===== config.mk =====
export PLATFORM = sky130hd
export DESIGN_NAME = bldc_sensorless_commutation_timer
export DESIGN_NICKNAME = d
export VERILOG_FILES = /design/src/bsct_pkg.sv /design/src/bsct_front.sv /design/src/bsct_fifo.sv /design/src/bsct_back.sv /design/src/bldc_sensorless_commutation_timer.sv
export SDC_FILE = /design/constraint.sdc
export NUM_CORES = 1
export LEC_CHECK = 0
export BUFFER_PORTS_ARGS = -buffer_cell sky130_fd_sc_hd__buf_2
export CAP_MARGIN = 40
export CORE_MARGIN = 2
export CORE_UTILIZATION = 28
export DETAILED_ROUTE_END_ITERATION = 16
export REMOVE_ABC_BUFFERS = 1
export SLEW_MARGIN = 25
export SYNTH_ARGS = -nofsm -noshare
export SYNTH_HDL_FRONTEND = slang
export SYNTH_SLANG_ARGS = --single-unit

===== constraint.sdc =====
create_clock -name i_clk -period 6.5 [get_ports i_clk]
set_input_delay 0.975 -clock i_clk [delete_from_list [all_inputs] [get_ports i_clk]]
set_output_delay 0.975 -clock i_clk [all_outputs]
set_load 0.02 [all_outputs]

===== src/bsct_pkg.sv =====
// shared types and constants of the sensorless commutation timer
`default_nettype none
package bsct_pkg;

    // event codes on the action field
    localparam logic [1:0] ACT_TIMER = 2'd0;
    localparam logic [1:0] ACT_ZC    = 2'd1;
    localparam logic [1:0] ACT_COMP  = 2'd2;
    localparam logic [1:0] ACT_START = 2'd3;

    // timer action codes on the result
    localparam logic [1:0] TA_NONE   = 2'd0;
    localparam logic [1:0] TA_LOAD   = 2'd1;
    localparam logic [1:0] TA_PRESET = 2'd2;

    // configuration register indexes
    localparam logic [2:0] CFG_FORWARD_DIR = 3'd0;
    localparam logic [2:0] CFG_BRAKE       = 3'd1;
    localparam logic [2:0] CFG_AUTO_ADV    = 3'd2;
    localparam logic [2:0] CFG_COARSE_ADV  = 3'd3;
    localparam logic [2:0] CFG_FINE_ADV    = 3'd4;
    localparam logic [2:0] CFG_BAD_LIMIT   = 3'd5;

    // fixed values
    localparam logic [15:0] INTERVAL_RESET = 16'd12500;
    localparam logic [15:0] START_INTERVAL = 16'd10000;
    localparam logic [13:0] CROSS_LIMIT    = 14'd10000;
    localparam logic [2:0]  STEP_LAST      = 3'd5;
    localparam logic [7:0]  CNT_MAX        = 8'd255;

    // configuration registers
    typedef struct packed {
        logic       forward_dir;
        logic       brake_active;
        logic       auto_advance_en;
        logic [2:0] coarse_advance;
        logic [5:0] fine_advance;
        logic [7:0] bad_limit;
    } t_cfg;

    // classified request handed from front to back
    typedef struct packed {
        logic        is_timer;
        logic        is_zc;
        logic        is_comp;
        logic        is_start;
        logic [15:0] timer_count;
        logic        bemf;
    } t_item;

    // result without the wait time, held between the two back stages
    typedef struct packed {
        logic [2:0]  phase_step;
        logic        edge_rising;
        logic        drive_apply;
        logic [1:0]  timer_action;
        logic [15:0] interval_now;
        logic [7:0]  good_count;
        logic [13:0] crossings;
        logic        desync_flag;
        logic        wait_upd;
    } t_result;

endpackage
`default_nettype wire


===== src/bsct_front.sv =====
// front end: accepts requests and classifies them by event type
`default_nettype none
module bsct_front (
    input  wire logic             i_valid,
    output logic                  o_stall,
    input  wire logic [1:0]       i_action,
    input  wire logic [15:0]      i_timer_count,
    input  wire logic             i_comp_level,
    input  wire logic             i_full,
    output logic                  o_push,
    output bsct_pkg::t_item       o_item
);

    // hold off the sender while the queue is full
    assign o_stall = i_full;
    assign o_push  = i_valid && !i_full;

    // decode the event and form the back-emf state
    always_comb begin
        o_item             = '0;
        o_item.timer_count = i_timer_count;
        o_item.bemf        = ~i_comp_level;
        case (i_action)
            bsct_pkg::ACT_TIMER: o_item.is_timer = 1'b1;
            bsct_pkg::ACT_ZC:    o_item.is_zc    = 1'b1;
            bsct_pkg::ACT_COMP:  o_item.is_comp  = 1'b1;
            bsct_pkg::ACT_START: o_item.is_start = 1'b1;
            default:             o_item.is_timer = 1'b1;
        endcase
    end

endmodule
`default_nettype wire


===== src/bsct_fifo.sv =====
// short request queue between front and back
`default_nettype none
module bsct_fifo #(
    parameter int DEPTH = 2
) (
    input  wire logic             i_clk,
    input  wire logic             i_rst_n,
    input  wire logic             i_push,
    input  wire bsct_pkg::t_item  i_item,
    output logic                  o_full,
    input  wire logic             i_pop,
    output logic                  o_nonempty,
    output bsct_pkg::t_item       o_item
);

    localparam int PW = (DEPTH > 1) ? $clog2(DEPTH) : 1;
    localparam int CW = $clog2(DEPTH + 1);
    localparam logic [PW-1:0] PTR_LAST = PW'(DEPTH - 1);
    localparam logic [CW-1:0] CNT_FULL = CW'(DEPTH);

    bsct_pkg::t_item r_mem [DEPTH];
    logic [PW-1:0]   r_wr_ptr, r_rd_ptr;
    logic [CW-1:0]   r_count;

    assign o_full     = (r_count == CNT_FULL);
    assign o_nonempty = (r_count != '0);
    assign o_item     = r_mem[r_rd_ptr];

    // storage
    always_ff @(posedge i_clk) begin
        if (i_push) begin
            r_mem[r_wr_ptr] <= i_item;
        end
    end

    // pointers and fill count
    always_ff @(posedge i_clk) begin
        if (!i_rst_n) begin
            r_wr_ptr <= '0;
            r_rd_ptr <= '0;
            r_count  <= '0;
        end else begin
            if (i_push) begin
                r_wr_ptr <= (r_wr_ptr == PTR_LAST) ? '0 : r_wr_ptr + 1'b1;
            end
            if (i_pop) begin
                r_rd_ptr <= (r_rd_ptr == PTR_LAST) ? '0 : r_rd_ptr + 1'b1;
            end
            if (i_push && !i_pop) begin
                r_count <= r_count + 1'b1;
            end else if (i_pop && !i_push) begin
                r_count <= r_count - 1'b1;
            end
        end
    end

endmodule
`default_nettype wire


===== src/bsct_back.sv =====
// back end: commutation state update, then wait time and result register
`default_nettype none
module bsct_back (
    input  wire logic             i_clk,
    input  wire logic             i_rst_n,
    input  wire bsct_pkg::t_cfg   i_cfg,
    input  wire logic             i_nonempty,
    input  wire bsct_pkg::t_item  i_item,
    output logic                  o_pop,
    output logic                  o_valid,
    input  wire logic             i_stall,
    output logic [2:0]            o_phase_step,
    output logic                  o_edge_rising,
    output logic                  o_drive_apply,
    output logic [1:0]            o_timer_action,
    output logic [15:0]           o_wait_cycles,
    output logic [15:0]           o_interval_now,
    output logic [7:0]            o_good_count,
    output logic [13:0]           o_crossings,
    output logic                  o_desync_flag
);

    // motor state
    logic [2:0]  r_step;
    logic        r_rising, r_desync, r_running;
    logic [7:0]  r_good, r_bad;
    logic [15:0] r_prev_zc, r_this_zc, r_interval, r_wait;
    logic [13:0] r_cross;

    logic [2:0]  n_step;
    logic        n_rising, n_desync, n_running;
    logic [7:0]  n_good, n_bad;
    logic [15:0] n_prev_zc, n_this_zc, n_interval, n_wait;
    logic [13:0] n_cross;

    // pipeline registers
    bsct_pkg::t_result r_a;
    logic              r_a_valid;
    bsct_pkg::t_result r_out;
    logic [15:0]       r_out_wait;
    logic              r_out_valid;

    logic out_free, a_move, a_free;
    logic commute, good_sample;
    logic [2:0]  cm_step;
    logic        cm_rising, cm_desync;
    logic [16:0] zc_sum, avg_sum;
    logic [7:0]  bad_inc;
    logic [1:0]  taction;
    bsct_pkg::t_result n_a;

    // advance and wait
    logic [15:0] half, adv;
    logic [21:0] fine_prod;
    logic [15:0] coarse_prod;

    // stage handshakes
    assign out_free = !r_out_valid || !i_stall;
    assign a_move   = r_a_valid && out_free;
    assign a_free   = !r_a_valid || a_move;
    assign o_pop    = i_nonempty && a_free;

    // next step on a commutation
    always_comb begin
        cm_desync = r_desync;
        if (i_cfg.forward_dir) begin
            if (r_step >= bsct_pkg::STEP_LAST) begin
                cm_step   = '0;
                cm_desync = 1'b1;
            end else begin
                cm_step = r_step + 3'd1;
            end
            cm_rising = cm_step[0];
        end else begin
            if (r_step == '0 || r_step > bsct_pkg::STEP_LAST) begin
                cm_step   = bsct_pkg::STEP_LAST;
                cm_desync = 1'b1;
            end else begin
                cm_step = r_step - 3'd1;
            end
            cm_rising = ~cm_step[0];
        end
    end

    // state update for the request leaving the queue
    always_comb begin
        n_step     = r_step;
        n_rising   = r_rising;
        n_desync   = r_desync;
        n_running  = r_running;
        n_good     = r_good;
        n_bad      = r_bad;
        n_prev_zc  = r_prev_zc;
        n_this_zc  = r_this_zc;
        n_interval = r_interval;
        n_cross    = r_cross;
        taction    = bsct_pkg::TA_NONE;
        commute    = i_item.is_timer || (i_item.is_start && !r_running);
        zc_sum     = {1'b0, r_prev_zc} + {1'b0, r_this_zc};
        avg_sum    = {1'b0, r_interval} + {1'b0, zc_sum[16:1]};
        bad_inc    = (r_bad < bsct_pkg::CNT_MAX) ? r_bad + 8'd1 : r_bad;
        good_sample = r_rising ? i_item.bemf : !i_item.bemf;

        if (commute) begin
            n_step   = cm_step;
            n_rising = cm_rising;
            n_desync = cm_desync;
            n_good   = '0;
        end
        if (i_item.is_timer) begin
            n_interval = avg_sum[16:1];
            if (r_cross < bsct_pkg::CROSS_LIMIT) begin
                n_cross = r_cross + 14'd1;
            end
        end
        if (i_item.is_start && !r_running) begin
            n_interval = bsct_pkg::START_INTERVAL;
            n_running  = 1'b1;
            taction    = bsct_pkg::TA_PRESET;
        end
        if (i_item.is_zc) begin
            n_prev_zc = r_this_zc;
            n_this_zc = i_item.timer_count;
            n_bad     = '0;
            taction   = bsct_pkg::TA_LOAD;
        end
        if (i_item.is_comp) begin
            if (good_sample) begin
                if (r_good < bsct_pkg::CNT_MAX) begin
                    n_good = r_good + 8'd1;
                end
            end else begin
                n_bad = bad_inc;
                if (bad_inc > i_cfg.bad_limit) begin
                    n_good = '0;
                end
            end
        end

        n_a.phase_step   = n_step;
        n_a.edge_rising  = n_rising;
        n_a.drive_apply  = commute && !i_cfg.brake_active;
        n_a.timer_action = taction;
        n_a.interval_now = n_interval;
        n_a.good_count   = n_good;
        n_a.crossings    = n_cross;
        n_a.desync_flag  = n_desync;
        n_a.wait_upd     = i_item.is_timer;
    end

    // wait time from the registered interval
    always_comb begin
        half        = {1'b0, r_a.interval_now[15:1]};
        fine_prod   = {6'd0, r_a.interval_now} * {16'd0, i_cfg.fine_advance};
        coarse_prod = {3'd0, r_a.interval_now[15:3]} * {13'd0, i_cfg.coarse_advance};
        adv         = i_cfg.auto_advance_en ? fine_prod[21:6] : coarse_prod;
        if (r_a.wait_upd) begin
            n_wait = (adv > half) ? '0 : half - adv;
        end else begin
            n_wait = r_wait;
        end
    end

    // motor state registers
    always_ff @(posedge i_clk) begin
        if (!i_rst_n) begin
            r_step     <= '0;
            r_rising   <= 1'b0;
            r_desync   <= 1'b0;
            r_running  <= 1'b0;
            r_good     <= '0;
            r_bad      <= '0;
            r_prev_zc  <= '0;
            r_this_zc  <= '0;
            r_interval <= bsct_pkg::INTERVAL_RESET;
            r_cross    <= '0;
        end else if (o_pop) begin
            r_step     <= n_step;
            r_rising   <= n_rising;
            r_desync   <= n_desync;
            r_running  <= n_running;
            r_good     <= n_good;
            r_bad      <= n_bad;
            r_prev_zc  <= n_prev_zc;
            r_this_zc  <= n_this_zc;
            r_interval <= n_interval;
            r_cross    <= n_cross;
        end
    end

    // stage valids and held wait time
    always_ff @(posedge i_clk) begin
        if (!i_rst_n) begin
            r_a_valid   <= 1'b0;
            r_out_valid <= 1'b0;
            r_wait      <= '0;
        end else begin
            if (a_free) begin
                r_a_valid <= o_pop;
            end
            if (out_free) begin
                r_out_valid <= r_a_valid;
            end
            if (a_move) begin
                r_wait <= n_wait;
            end
        end
    end

    // payload registers
    always_ff @(posedge i_clk) begin
        if (o_pop) begin
            r_a <= n_a;
        end
        if (a_move) begin
            r_out      <= r_a;
            r_out_wait <= n_wait;
        end
    end

    assign o_valid        = r_out_valid;
    assign o_phase_step   = r_out.phase_step;
    assign o_edge_rising  = r_out.edge_rising;
    assign o_drive_apply  = r_out.drive_apply;
    assign o_timer_action = r_out.timer_action;
    assign o_wait_cycles  = r_out_wait;
    assign o_interval_now = r_out.interval_now;
    assign o_good_count   = r_out.good_count;
    assign o_crossings    = r_out.crossings;
    assign o_desync_flag  = r_out.desync_flag;

endmodule
`default_nettype wire


===== src/bldc_sensorless_commutation_timer.sv =====
// top level of the six-step sensorless commutation timer
`default_nettype none
// Six-step sensorless commutation sequencer. One request per clock is taken
// (timer elapsed, zero cross, comparator sample, start) and one result per
// request comes out in order, through the request queue, the state-update
// stage and the stage that works out the wait time and holds the result.
// A new request is taken every cycle while the queue has room; the queue
// (FIFO_DEPTH entries) absorbs requests while the output is stalled. The
// user must write the configuration registers through i_cfg_we, i_cfg_idx
// and i_cfg_data only while no request is in flight; the block does not
// enforce this. Indexes above five are ignored.
module bldc_sensorless_commutation_timer #(
    parameter int FIFO_DEPTH = 2
) (
    input  wire logic        i_clk,
    input  wire logic        i_rst_n,
    input  wire logic        i_cfg_we,
    input  wire logic [2:0]  i_cfg_idx,
    input  wire logic [7:0]  i_cfg_data,
    input  wire logic        i_valid,
    output logic             o_stall,
    input  wire logic [1:0]  i_action,
    input  wire logic [15:0] i_timer_count,
    input  wire logic        i_comp_level,
    output logic             o_valid,
    input  wire logic        i_stall,
    output logic [2:0]       o_phase_step,
    output logic             o_edge_rising,
    output logic             o_drive_apply,
    output logic [1:0]       o_timer_action,
    output logic [15:0]      o_wait_cycles,
    output logic [15:0]      o_interval_now,
    output logic [7:0]       o_good_count,
    output logic [13:0]      o_crossings,
    output logic             o_desync_flag
);

    bsct_pkg::t_cfg  r_cfg;
    bsct_pkg::t_item front_item, queue_item;
    logic            push, pop, full, nonempty;

    // configuration registers
    always_ff @(posedge i_clk) begin
        if (!i_rst_n) begin
            r_cfg.forward_dir     <= 1'b1;
            r_cfg.brake_active    <= 1'b0;
            r_cfg.auto_advance_en <= 1'b0;
            r_cfg.coarse_advance  <= 3'd2;
            r_cfg.fine_advance    <= 6'd0;
            r_cfg.bad_limit       <= 8'd2;
        end else if (i_cfg_we) begin
            case (i_cfg_idx)
                bsct_pkg::CFG_FORWARD_DIR: r_cfg.forward_dir     <= i_cfg_data[0];
                bsct_pkg::CFG_BRAKE:       r_cfg.brake_active    <= i_cfg_data[0];
                bsct_pkg::CFG_AUTO_ADV:    r_cfg.auto_advance_en <= i_cfg_data[0];
                bsct_pkg::CFG_COARSE_ADV:  r_cfg.coarse_advance  <= i_cfg_data[2:0];
                bsct_pkg::CFG_FINE_ADV:    r_cfg.fine_advance    <= i_cfg_data[5:0];
                bsct_pkg::CFG_BAD_LIMIT:   r_cfg.bad_limit       <= i_cfg_data;
                default: ;
            endcase
        end
    end

    // request classification
    bsct_front u_front (
        .i_valid       (i_valid),
        .o_stall       (o_stall),
        .i_action      (i_action),
        .i_timer_count (i_timer_count),
        .i_comp_level  (i_comp_level),
        .i_full        (full),
        .o_push        (push),
        .o_item        (front_item)
    );

    // request queue
    bsct_fifo #(
        .DEPTH (FIFO_DEPTH)
    ) u_fifo (
        .i_clk      (i_clk),
        .i_rst_n    (i_rst_n),
        .i_push     (push),
        .i_item     (front_item),
        .o_full     (full),
        .i_pop      (pop),
        .o_nonempty (nonempty),
        .o_item     (queue_item)
    );

    // commutation engine
    bsct_back u_back (
        .i_clk          (i_clk),
        .i_rst_n        (i_rst_n),
        .i_cfg          (r_cfg),
        .i_nonempty     (nonempty),
        .i_item         (queue_item),
        .o_pop          (pop),
        .o_valid        (o_valid),
        .i_stall        (i_stall),
        .o_phase_step   (o_phase_step),
        .o_edge_rising  (o_edge_rising),
        .o_drive_apply  (o_drive_apply),
        .o_timer_action (o_timer_action),
        .o_wait_cycles  (o_wait_cycles),
        .o_interval_now (o_interval_now),
        .o_good_count   (o_good_count),
        .o_crossings    (o_crossings),
        .o_desync_flag  (o_desync_flag)
    );

    // step stays in the six-step range
    a_step_range: assert property (@(posedge i_clk) disable iff (!i_rst_n)
        o_valid |-> (o_phase_step <= bsct_pkg::STEP_LAST))
        else $error("phase step out of range");

    // crossing count saturates
    a_cross_sat: assert property (@(posedge i_clk) disable iff (!i_rst_n)
        o_valid |-> (o_crossings <= bsct_pkg::CROSS_LIMIT))
        else $error("crossing count above limit");

    // a zero-cross result never reports a commutation
    a_zc_no_drive: assert property (@(posedge i_clk) disable iff (!i_rst_n)
        (o_valid && o_drive_apply) |-> (o_timer_action != bsct_pkg::TA_LOAD))
        else $error("drive applied on zero-cross result");

    // desync never clears once reported
    a_desync_sticky: assert property (@(posedge i_clk) disable iff (!i_rst_n)
        (o_valid && o_desync_flag && !i_stall) ##1 o_valid |-> o_desync_flag)
        else $error("desync flag cleared");

endmodule
`default_nettype wire


==> results of run 1 <==
[flip-flops by register name (all words and copies together) (netlist names), 2 cells and up, named ones only]
signal and cells:
u_back.o_timer_action 2, u_back.r_interval 16, u_fifo.r_count 2, u_back.r_cross 14, u_back.o_phase_step 3, u_back.r_this_zc 16, u_back.r_prev_zc 16, u_back.o_crossings 14
u_back.r_wait 16, r_cfg 20, u_back.r_good 8, u_back.o_interval_now 16, u_back.r_bad 8, u_back.half 15, u_back.o_wait_cycles 16, u_back.r_a 32
u_fifo.r_mem 42, u_back.o_good_count 8, u_back.r_step 3
[power by group through the flow]
stage,registers [mW],logic (mW),clock network (mW)
6_report,2.82,3.49,1.74
5_1_grt,2.88,3.92,1.86
4_1_cts,2.84,3.46,1.79
3_5_place_dp,2.87,3.44,0
2_1_floorplan,2.95,2.26,0
3_3_place_gp,2.86,3.33,0
[cell usage in the layout (no fill, tap or decap), types with 45 or more instances in the layout]
master	n
ha_1	103
o21ai_0	58
fa_1	71
a21oi_1	75
nand2_1	209
xnor2_1	60
edfxtp_1	151
dfxtp_1	127
nand3_1	52
and2_1	121
nor2_1	67
a21boi_0	45
inv_1	139
buf_2	99
[worst max-delay path, stage by stage (launching register included)]
cell and delay (ps):
dfxtp_1 380, buf_4 240, nand2_1 100, fa_1 510, fa_1 540, inv_1 50, fa_1 470, ha_1 320
a21oi_1 160, o21ai_2 110, a21oi_1 240, xnor2_1 100, mux2_2 290, inv_1 60, ha_1 220, nor2b_1 150
o31ai_1 470, a211oi_1 200, o31ai_1 340, nand2b_1 160, a21oi_2 220, o211ai_1 190, a31o_2 290
[area by class of cell]
cell class / count / area [µm²] / share of cell area
Clock buffer: 41 / 843 / 0.0428
Clock inverter: 16 / 163 / 0.00825
Inverter: 140 / 527 / 0.0267
Multi-Input combinational cell: 1243 / 9340 / 0.474
Sequential cell: 278 / 7080 / 0.359
Tap cell: 782 / 978 / 0.0496
Timing Repair Buffer: 134 / 795 / 0.0403
[cells by family (layout without fill, tap and decap cells)]
logic type | Yosys count | in the layout | synth area share
XOR/XNOR | 84 | 84 | 0.0428
flip-flops | 278 | 278 | 0.412
AO/OA/AOI/OAI | 344 | 344 | 0.138
buffers and inverters | 209 | 331 | 0.0466
multiplexers | 51 | 51 | 0.0302
AND/OR/NAND/NOR | 590 | 590 | 0.172
adder cells (fa/ha/maj) | 174 | 174 | 0.158
[worst paths after layout]
kind                                         startpoint                                  to  slack [ps]  cells after the start
worst max-delay path             r_cfg[13]$_SDFFE_PN0P_  u_back.o_wait_cycles[13]$_DFFE_PP_         440                     22
worst min-delay path            u_back.r_a[7]$_DFFE_PP_     u_back.o_crossings[5]$_DFFE_PP_         420                      0
worst max register to register   r_cfg[13]$_SDFFE_PN0P_  u_back.o_wait_cycles[13]$_DFFE_PP_         440                     22
worst min register to register  u_back.r_a[7]$_DFFE_PP_     u_back.o_crossings[5]$_DFFE_PP_         420                      0
[layer usage]
metal  global-route usage  up-vias  wire (µm)
met5                    0        -          0
met4               0.0287        0        652
met3               0.0174       47       1560
met2                0.221      222      19100
met1                0.167     6089      18800
li1                     -     6193          -
[timing repair]
action,CTS,global route
buffers inserted,0,4
resized for setup,0,4
hold buffers,0,0
endpoints found under the setup margin,0,19
==> qor.csv, run 1 <==
stage;metric;value;unit
clock_network;root_buffer;clkbuf_16;
critical_path;crit_arrival;6380;ps
logic_synthesis;netlist.area_leader.share;0.264;
clock_network;path_clk_slew;60;ps
sta;slew_viol_final;0;
global_routing;antenna_found_initial;1;
power_and_ir_drop;total_power;8.05;mW
logic_synthesis;synth_area_leaders;edfxtp_1, dfxtp_1, fa_1;
critical_path;cp-start-kind;flop;
drt;post_drt_via_cell_ratio;4.76;
power_and_ir_drop;p_seq_frac;0.350;
die;dieArea;63300;µm²
drt;wl_per_cell;15.2;µm
sta;fin_crit_sh;0.933;
clock_network;ctsLongestPathBuffers;3;
logic_synthesis;yosys-top-cells-count;nand2_1, edfxtp_1, inv_1;
sta;slew-limit-headroom;0.499;
sta;fin_ws;439;ps
sta;setup-tns-final;0;ps
place;pre_cts_slack;256;ps
logic_synthesis;syn-mean-instance-area;9.93;µm²
place;place_congestion;0.845;
clock_network;h-tree-depth;1;
drt;initialDrtViolationCount;763;
drt;wl;40100;µm
finish;area_delta_synth_final;14.8;%
power_and_ir_drop;switching_share;0.398;
place;dp_cells;2571;
power_and_ir_drop;power.leakage;8.38;nW
place;placed_cell_area;18600;µm²
critical_path;cp-end-kind;flop;
clock_network;clk_latency;570;ps
power_and_ir_drop;power_density;408;nW/µm²
finish;fin_cells;2634;
finish;fin_nets;2037;
die;die_height;252;µm
power_and_ir_drop;ir_drop;0.231;mV
logic_synthesis;async_flop_share;0;
clock_network;clock-sinks;278;
logic_synthesis;synth_area;17200;µm²
power_and_ir_drop;p_comb_frac;0.434;
logic_synthesis;synth_cells;1730;
logic_synthesis;yosys.area.top_type;edfxtp_1;
sta;fin_hold_ws;416;ps
drt;drc;0;
sta;period_needed;6060;ps
sta;tightest_slew;741;ps
critical_path;path_class;reg2reg;
clock_network;cts_tree;built;
logic_synthesis;ys_ff_latch;278;
power_and_ir_drop;clkPwrFrac;0.216;
power_and_ir_drop;power.internal;4.84;mW
sta;hold_viol_final;0;
finish;drive_above_1_share;0.117;
global_routing;grt_pass1_vias;12800;
global_routing;grt_overflow;0;
place;io_buffers;98;
logic_synthesis;synth_cell_types;74;
drt;vias;12600;
sta;finalSetupViolCount;0;
drt;antenna_left;0;
die;ios;99;
place;dpl.hpwl;29200;µm
sta;clock_skew;13.6;ps
sta;max_freq;165;MHz
finish;nFillCells;6085;
logic_synthesis;yosysWarnings;0;
critical_path;worstPathMaxFanout;15;
finish;antennaDiodeCount;0;
die;core_area;60500;µm²
die;die_width;252;µm
drt;first_pass_iters;5;
global_routing;grt_pass1_wl;66100;µm
die;rows;90;
global_routing;grt_max_degree;66;
logic_synthesis;ys_seq_area_frac;0.412;
global_routing;grt_usage;0.127;
critical_path;required;6820;ps
logic_synthesis;synthMostInstantiatedCell;nand2_1;
logic_synthesis;synth-edff-count;151;
power_and_ir_drop;switching_power;3.21;mW
logic_synthesis;ys.flop_type;edfxtp_1;
finish;fin_area;19700;µm²
status;outcome;completed;
sta;rsz0062_at_grt;false;
worst_hold_path;hp-class;reg2reg;
run;drv_cap;0;
clock_network;cts_buffers;31;
die;start_util;0.284;
finish;fin_util;0.326;
(Power assumes the default switching activity.)
==> run 2: changes to the inputs <==
REMOVE_ABC_BUFFERS = default   (was 1)
==> qor.csv, run 2 (synthesized netlist as in run 1, its figures left out) <==
stage;metric;value;unit
power_and_ir_drop;switching_power;3.19;mW
die;die_width;252;µm
sta;period_needed;6080;ps
power_and_ir_drop;p_comb_frac;0.416;
finish;seq_area;7080;µm²
finish;fin_area;19800;µm²
sta;tightest_slew;804;ps
clock_network;clk_latency;570;ps
finish;largest_reg_flops;42;
drt;vias;12400;
die;die_height;252;µm
global_routing;grt_pass1_vias;12400;
finish;area_delta_synth_final;15.3;%
critical_path;crit_arrival;6400;ps
sta;max_freq;165;MHz
clock_network;cts_buffers;30;
place;io_buffers;98;
power_and_ir_drop;power_density;412;nW/µm²
worst_hold_path;hp-class;reg2reg;
critical_path;cp-end-kind;flop;
place;placed_cell_area;18600;µm²
power_and_ir_drop;clkPwrFrac;0.236;
die;dieArea;63300;µm²
global_routing;grt_usage;0.121;
finish;layout_common_cells;nand2_1, edfxtp_1, inv_1;
critical_path;required;6820;ps
power_and_ir_drop;switching_share;0.391;
critical_path;worstPathMaxFanout;11;
drt;wl_per_cell;14.8;µm
sta;fin_crit_sh;0.935;
drt;drc;0;
place;dpl.hpwl;28800;µm
finish;largestRegisters;u_fifo.r_mem x42, u_back.r_a x32, r_cfg x20;
clock_network;h-tree-depth;1;
die;start_util;0.284;
power_and_ir_drop;power.internal;4.96;mW
power_and_ir_drop;power.leakage;8.38;nW
sta;setup-tns-final;0;ps
clock_network;root_buffer;clkbuf_16;
clock_network;cts_hold_buf;0;
drt;initialDrtViolationCount;672;
clock_network;cts_tree;built;
sta;hold_viol_final;0;
drt;first_pass_iters;5;
clock_network;path_clk_slew;70;ps
logic_synthesis;syn_nets;1939;
global_routing;antenna_found_initial;2;
finish;fin_nets;2028;
global_routing;grt_max_degree;57;
run;drv_cap;0;
clock_network;ctsLongestPathBuffers;3;
sta;slew_viol_final;0;
sta;clock_skew;16.4;ps
drt;antenna_left;0;
finish;layout_commonest_cell;nand2_1;
clock_network;clock-sinks;278;
critical_path;cp-start-kind;flop;
clock_network;cts_resized;0;
sta;finalSetupViolCount;0;
critical_path;path_class;reg2reg;
finish;multi_input_area;9320;µm²
die;ios;99;
clock_network;post_cts_buffers;0;
drt;post_drt_via_cell_ratio;4.71;
sta;rsz0062_at_grt;false;
finish;nFillCells;6061;
power_and_ir_drop;ir_drop;0.222;mV
power_and_ir_drop;p_seq_frac;0.348;
drt;wl;38800;µm
die;rows;90;
die;core_area;60500;µm²
finish;top_register;u_fifo.r_mem;
finish;drive_above_1_share;0.115;
status;outcome;completed;
global_routing;grt_pass1_wl;63400;µm
global_routing;grt_overflow;0;
place;place_congestion;0.839;
sta;slew-limit-headroom;0.450;
==> run 2: per-layer routing <==
layer / global-route usage / up-vias / routed length (µm)
met4: 0.0364 / 0 / 932
met2: 0.211 / 214 / 18600
met5: 0 / - / 0
met3: 0.0220 / 54 / 1670
li1: - / 6188 / -
met1: 0.151 / 5909 / 17600
==> run 2: layout make-up <==
cell class | instances | share of cell area
diodes | 2 | 0.000253
clock buffers | 35 | 0.0415
clock inverters | 21 | 0.0154
inverters | 140 | 0.0266
multi-input cells | 1243 | 0.471
flip-flops and latches | 278 | 0.358
well taps | 782 | 0.0494
repair buffers | 126 | 0.0384
==> run 2: stage by stage <==
stage / setup slack, ps / instances / hold slack [ps] / power [mW] / util
finish: 422 / 2627 / 412 / 8.15 / 0.327
CTS: 256 / 2623 / 413 / 8.22 / 0.327
detailed placement: 262 / 2567 / 405 / 6.26 / 0.308
global placement: 383 / 2562 / 403 / 6.14 / 0.307
floorplan: 761 / 1730 / 400 / 5.26 / -
global route: 38.2 / 2625 / 423 / 8.75 / 0.327
==> run 2: worst paths after layout <==
check | start | endpoint | slack [ps] | depth (start not counted)
worst max-delay path | u_back.half[2]$_DFFE_PP_ | u_back.o_wait_cycles[13]$_DFFE_PP_ | 420 | 22
worst min-delay path | u_back.r_a[12]$_DFFE_PP_ | u_back.o_crossings[10]$_DFFE_PP_ | 410 | 0
worst min register to register | u_back.r_a[12]$_DFFE_PP_ | u_back.o_crossings[10]$_DFFE_PP_ | 410 | 0
worst max register to register | u_back.half[2]$_DFFE_PP_ | u_back.o_wait_cycles[13]$_DFFE_PP_ | 420 | 22
==> run 2: power groups by stage <==
stage                     logic, mW  registers (mW)  clock network [mW]
after floorplan                2.36            2.90                   0
after global placement         3.27            2.87                   0
after detailed placement       3.38            2.88                   0
after CTS                      3.39            2.85                1.98
after global routing           3.80            2.90                2.05
final                          3.39            2.84                1.92
==> run 2: critical path, cell delays in order, from the launching register on <==
cell and delay [ps]:
edfxtp_1 560, and2_1 260, fa_1 480, fa_1 540, inv_1 50, fa_1 530, inv_1 40, ha_1 340
a21o_1 180, a21oi_1 220, a2bb2oi_2 230, nand2_1 90, o21ai_0 240, nand2b_1 100, xor2_1 180, a21oi_1 100
ha_1 370, a31o_2 280, o31ai_1 270, nand2b_1 120, a21oi_1 230, o211ai_1 160, a31o_2 260
==> run 3: changes to the inputs <==
CORE_MARGIN = 5   (was 2)
CTS_BUF_LIST = sky130_fd_sc_hd__clkbuf_8   (was default)
==> qor.csv, run 3 (synthesized netlist as in run 1, its figures left out) <==
stage;metric;value;unit
clock_network;clock-sinks;278;
power_and_ir_drop;power.leakage;8.37;nW
critical_path;path_class;reg2reg;
power_and_ir_drop;total_power;7.81;mW
sta;clock_skew;17.8;ps
sta;setup-tns-final;0;ps
drt;drc;0;
clock_network;root_buffer;clkbuf_8;
critical_path;r2r_end;u_back.o_wait_cycles[13]$_DFFE_PP_;
finish;antennaDiodeCount;0;
logic_synthesis;syn_nets;1939;
finish;fin_nets;2047;
critical_path;crit_end;u_back.o_wait_cycles[13]$_DFFE_PP_;
worst_hold_path;hp-class;reg2reg;
sta;slew_viol_final;0;
finish;largest_reg_flops;42;
clock_network;h-tree-depth;2;
sta;max_freq;165;MHz
global_routing;grt_pass1_wl;64800;µm
place;place_congestion;0.831;
drt;initialDrtViolationCount;575;
drt;antenna_left;0;
finish;layout_commonest_cell;nand2_1;
drt;vias;12500;
place;pre_cts_slack;294;ps
sta;tightest_slew;713;ps
die;core_area;60600;µm²
global_routing;grt_overflow;0;
sta;slew-limit-headroom;0.512;
sta;rsz0062_at_grt;false;
sta;finalSetupViolCount;0;
clock_network;clk_latency;620;ps
run;drv_cap;0;
critical_path;cp-start-kind;flop;
power_and_ir_drop;ir_drop;0.226;mV
critical_path;worstPathMaxFanout;11;
finish;drive_above_1_share;0.121;
drt;wl;39100;µm
drt;post_drt_via_cell_ratio;4.72;
die;die_width;258;µm
place;io_buffers;98;
sta;period_needed;6060;ps
clock_network;path_clk_slew;70;ps
finish;largestRegisters;u_fifo.r_mem x42, u_back.r_a x32, r_cfg x20;
global_routing;grt_max_degree;95;
status;outcome;completed;
clock_network;cts_buffers;49;
sta;fin_crit_sh;0.932;
die;ios;99;
critical_path;startpoint;u_back.half[2]$_DFFE_PP_;
drt;wl_per_cell;14.7;µm
place;dpl.hpwl;28300;µm
global_routing;grt_pass1_vias;12700;
die;start_util;0.283;
global_routing;grt_usage;0.116;
power_and_ir_drop;power_density;398;nW/µm²
critical_path;r2r_start;u_back.half[2]$_DFFE_PP_;
place;dp_cells;2565;
critical_path;required;6860;ps
finish;layout_common_cells;nand2_1, inv_1, edfxtp_1;
sta;hold_viol_final;0;
clock_network;ctsLongestPathBuffers;3;
clock_network;cts_tree;built;
drt;first_pass_iters;5;
critical_path;r2r_setup_slack;440;ps
finish;fin_cells;2659;
critical_path;cp-end-kind;flop;
die;dieArea;66400;µm²
sta;fin_ws;440;ps
finish;top_register;u_fifo.r_mem;
critical_path;crit_arrival;6420;ps
critical_path;r2r_cells;23;
die;die_height;258;µm
finish;area_delta_synth_final;14.2;%
global_routing;antenna_found_initial;3;
die;rows;90;
-- run 3: changes by cell type in the layout (fill, tap and decap cells not counted), sizes merged --
cell	change
inv	+13
bufinv	-4
clkinv	+9
diode	-2
clkbuf	+16
-- run 3: area by class of cell --
type | count | area [µm²]
flip-flops and latches | 278 | 7080
well taps | 782 | 978
clock buffers | 51 | 702
fillers | 6168 | 41000
repair buffers | 126 | 742
clock inverters | 39 | 267
multi-input cells | 1243 | 9320
inverters | 140 | 527
-- run 3: how the worst min path moves through the flow --
| stage | from | endpoint | slack (ps) | depth (start not counted) |
|---|---|---|---|---|
| global placement | u_back.r_a[1]$_DFFE_PP_ | u_back.o_desync_flag$_DFFE_PP_ | 400 | 0 |
| CTS | u_back.r_a[1]$_DFFE_PP_ | u_back.o_desync_flag$_DFFE_PP_ | 410 | 0 |
| finish | u_back.r_a[19]$_DFFE_PP_ | u_back.o_good_count[3]$_DFFE_PP_ | 410 | 0 |
| detailed placement | u_back.r_a[40]$_SDFFCE_PP1P_ | u_back.o_timer_action[0]$_DFFE_PP_ | 410 | 0 |
| floorplan | u_back.r_a[2]$_DFFE_PP_ | u_back.o_crossings[0]$_DFFE_PP_ | 400 | 0 |
| global route | u_back.r_a[19]$_DFFE_PP_ | u_back.o_good_count[3]$_DFFE_PP_ | 420 | 0 |
-- run 3: worst max-delay path, cell delays in order (launching register included) --
cell and delay [ps]:
edfxtp_1 530, and2_1 250, fa_1 540, inv_1 50
fa_1 470, inv_1 50, fa_1 490, ha_1 320
nand4_1 110, o21ai_2 210, or3b_4 430, nand3_1 120
nand2_1 70, xor2_1 140, nand2_1 60, o21ai_0 90
ha_1 370, and2_1 180, a31o_2 220, o31ai_1 250
nand2b_1 120, a21oi_1 270, o211ai_1 180, a31o_2 280
-- run 3: layer usage --
metal | up-vias | track usage | share of wire | routed length (µm)
met1 | 5969 | 0.143 | 0.44 | 17200
li1 | 6243 | - | - | -
met2 | 239 | 0.200 | 0.48 | 18800
met4 | 6 | 0.0389 | 0.026 | 1020
met3 | 84 | 0.0286 | 0.051 | 2000
met5 | - | 0 | 0.0010 | 41
-- run 3: through the flow --
step | hold slack, ps | cell area (µm²) | util
after CTS | 411 | 19600 | 0.323
after detailed placement | 406 | 18600 | 0.307
after global routing | 419 | 19600 | 0.324
after global placement | 405 | 18500 | 0.306
after floorplan | 400 | 17200 | -
final | 408 | 19600 | 0.324
-- run 3: where the power goes --
group	internal [mW]	leakage, nW	total [mW]	switching, mW
combinational	1.30	5.36	3.37	2.07
sequential	2.48	2.47	2.84	0.367
clock	0.855	0.537	1.60	0.745
-- run 3: repair_timing --
item                       CTS  global route
buffers inserted             0             2
hold buffers                 0             0
gates resized for setup      0             3
hold endpoints to repair     0             0
setup endpoints to repair    0            18
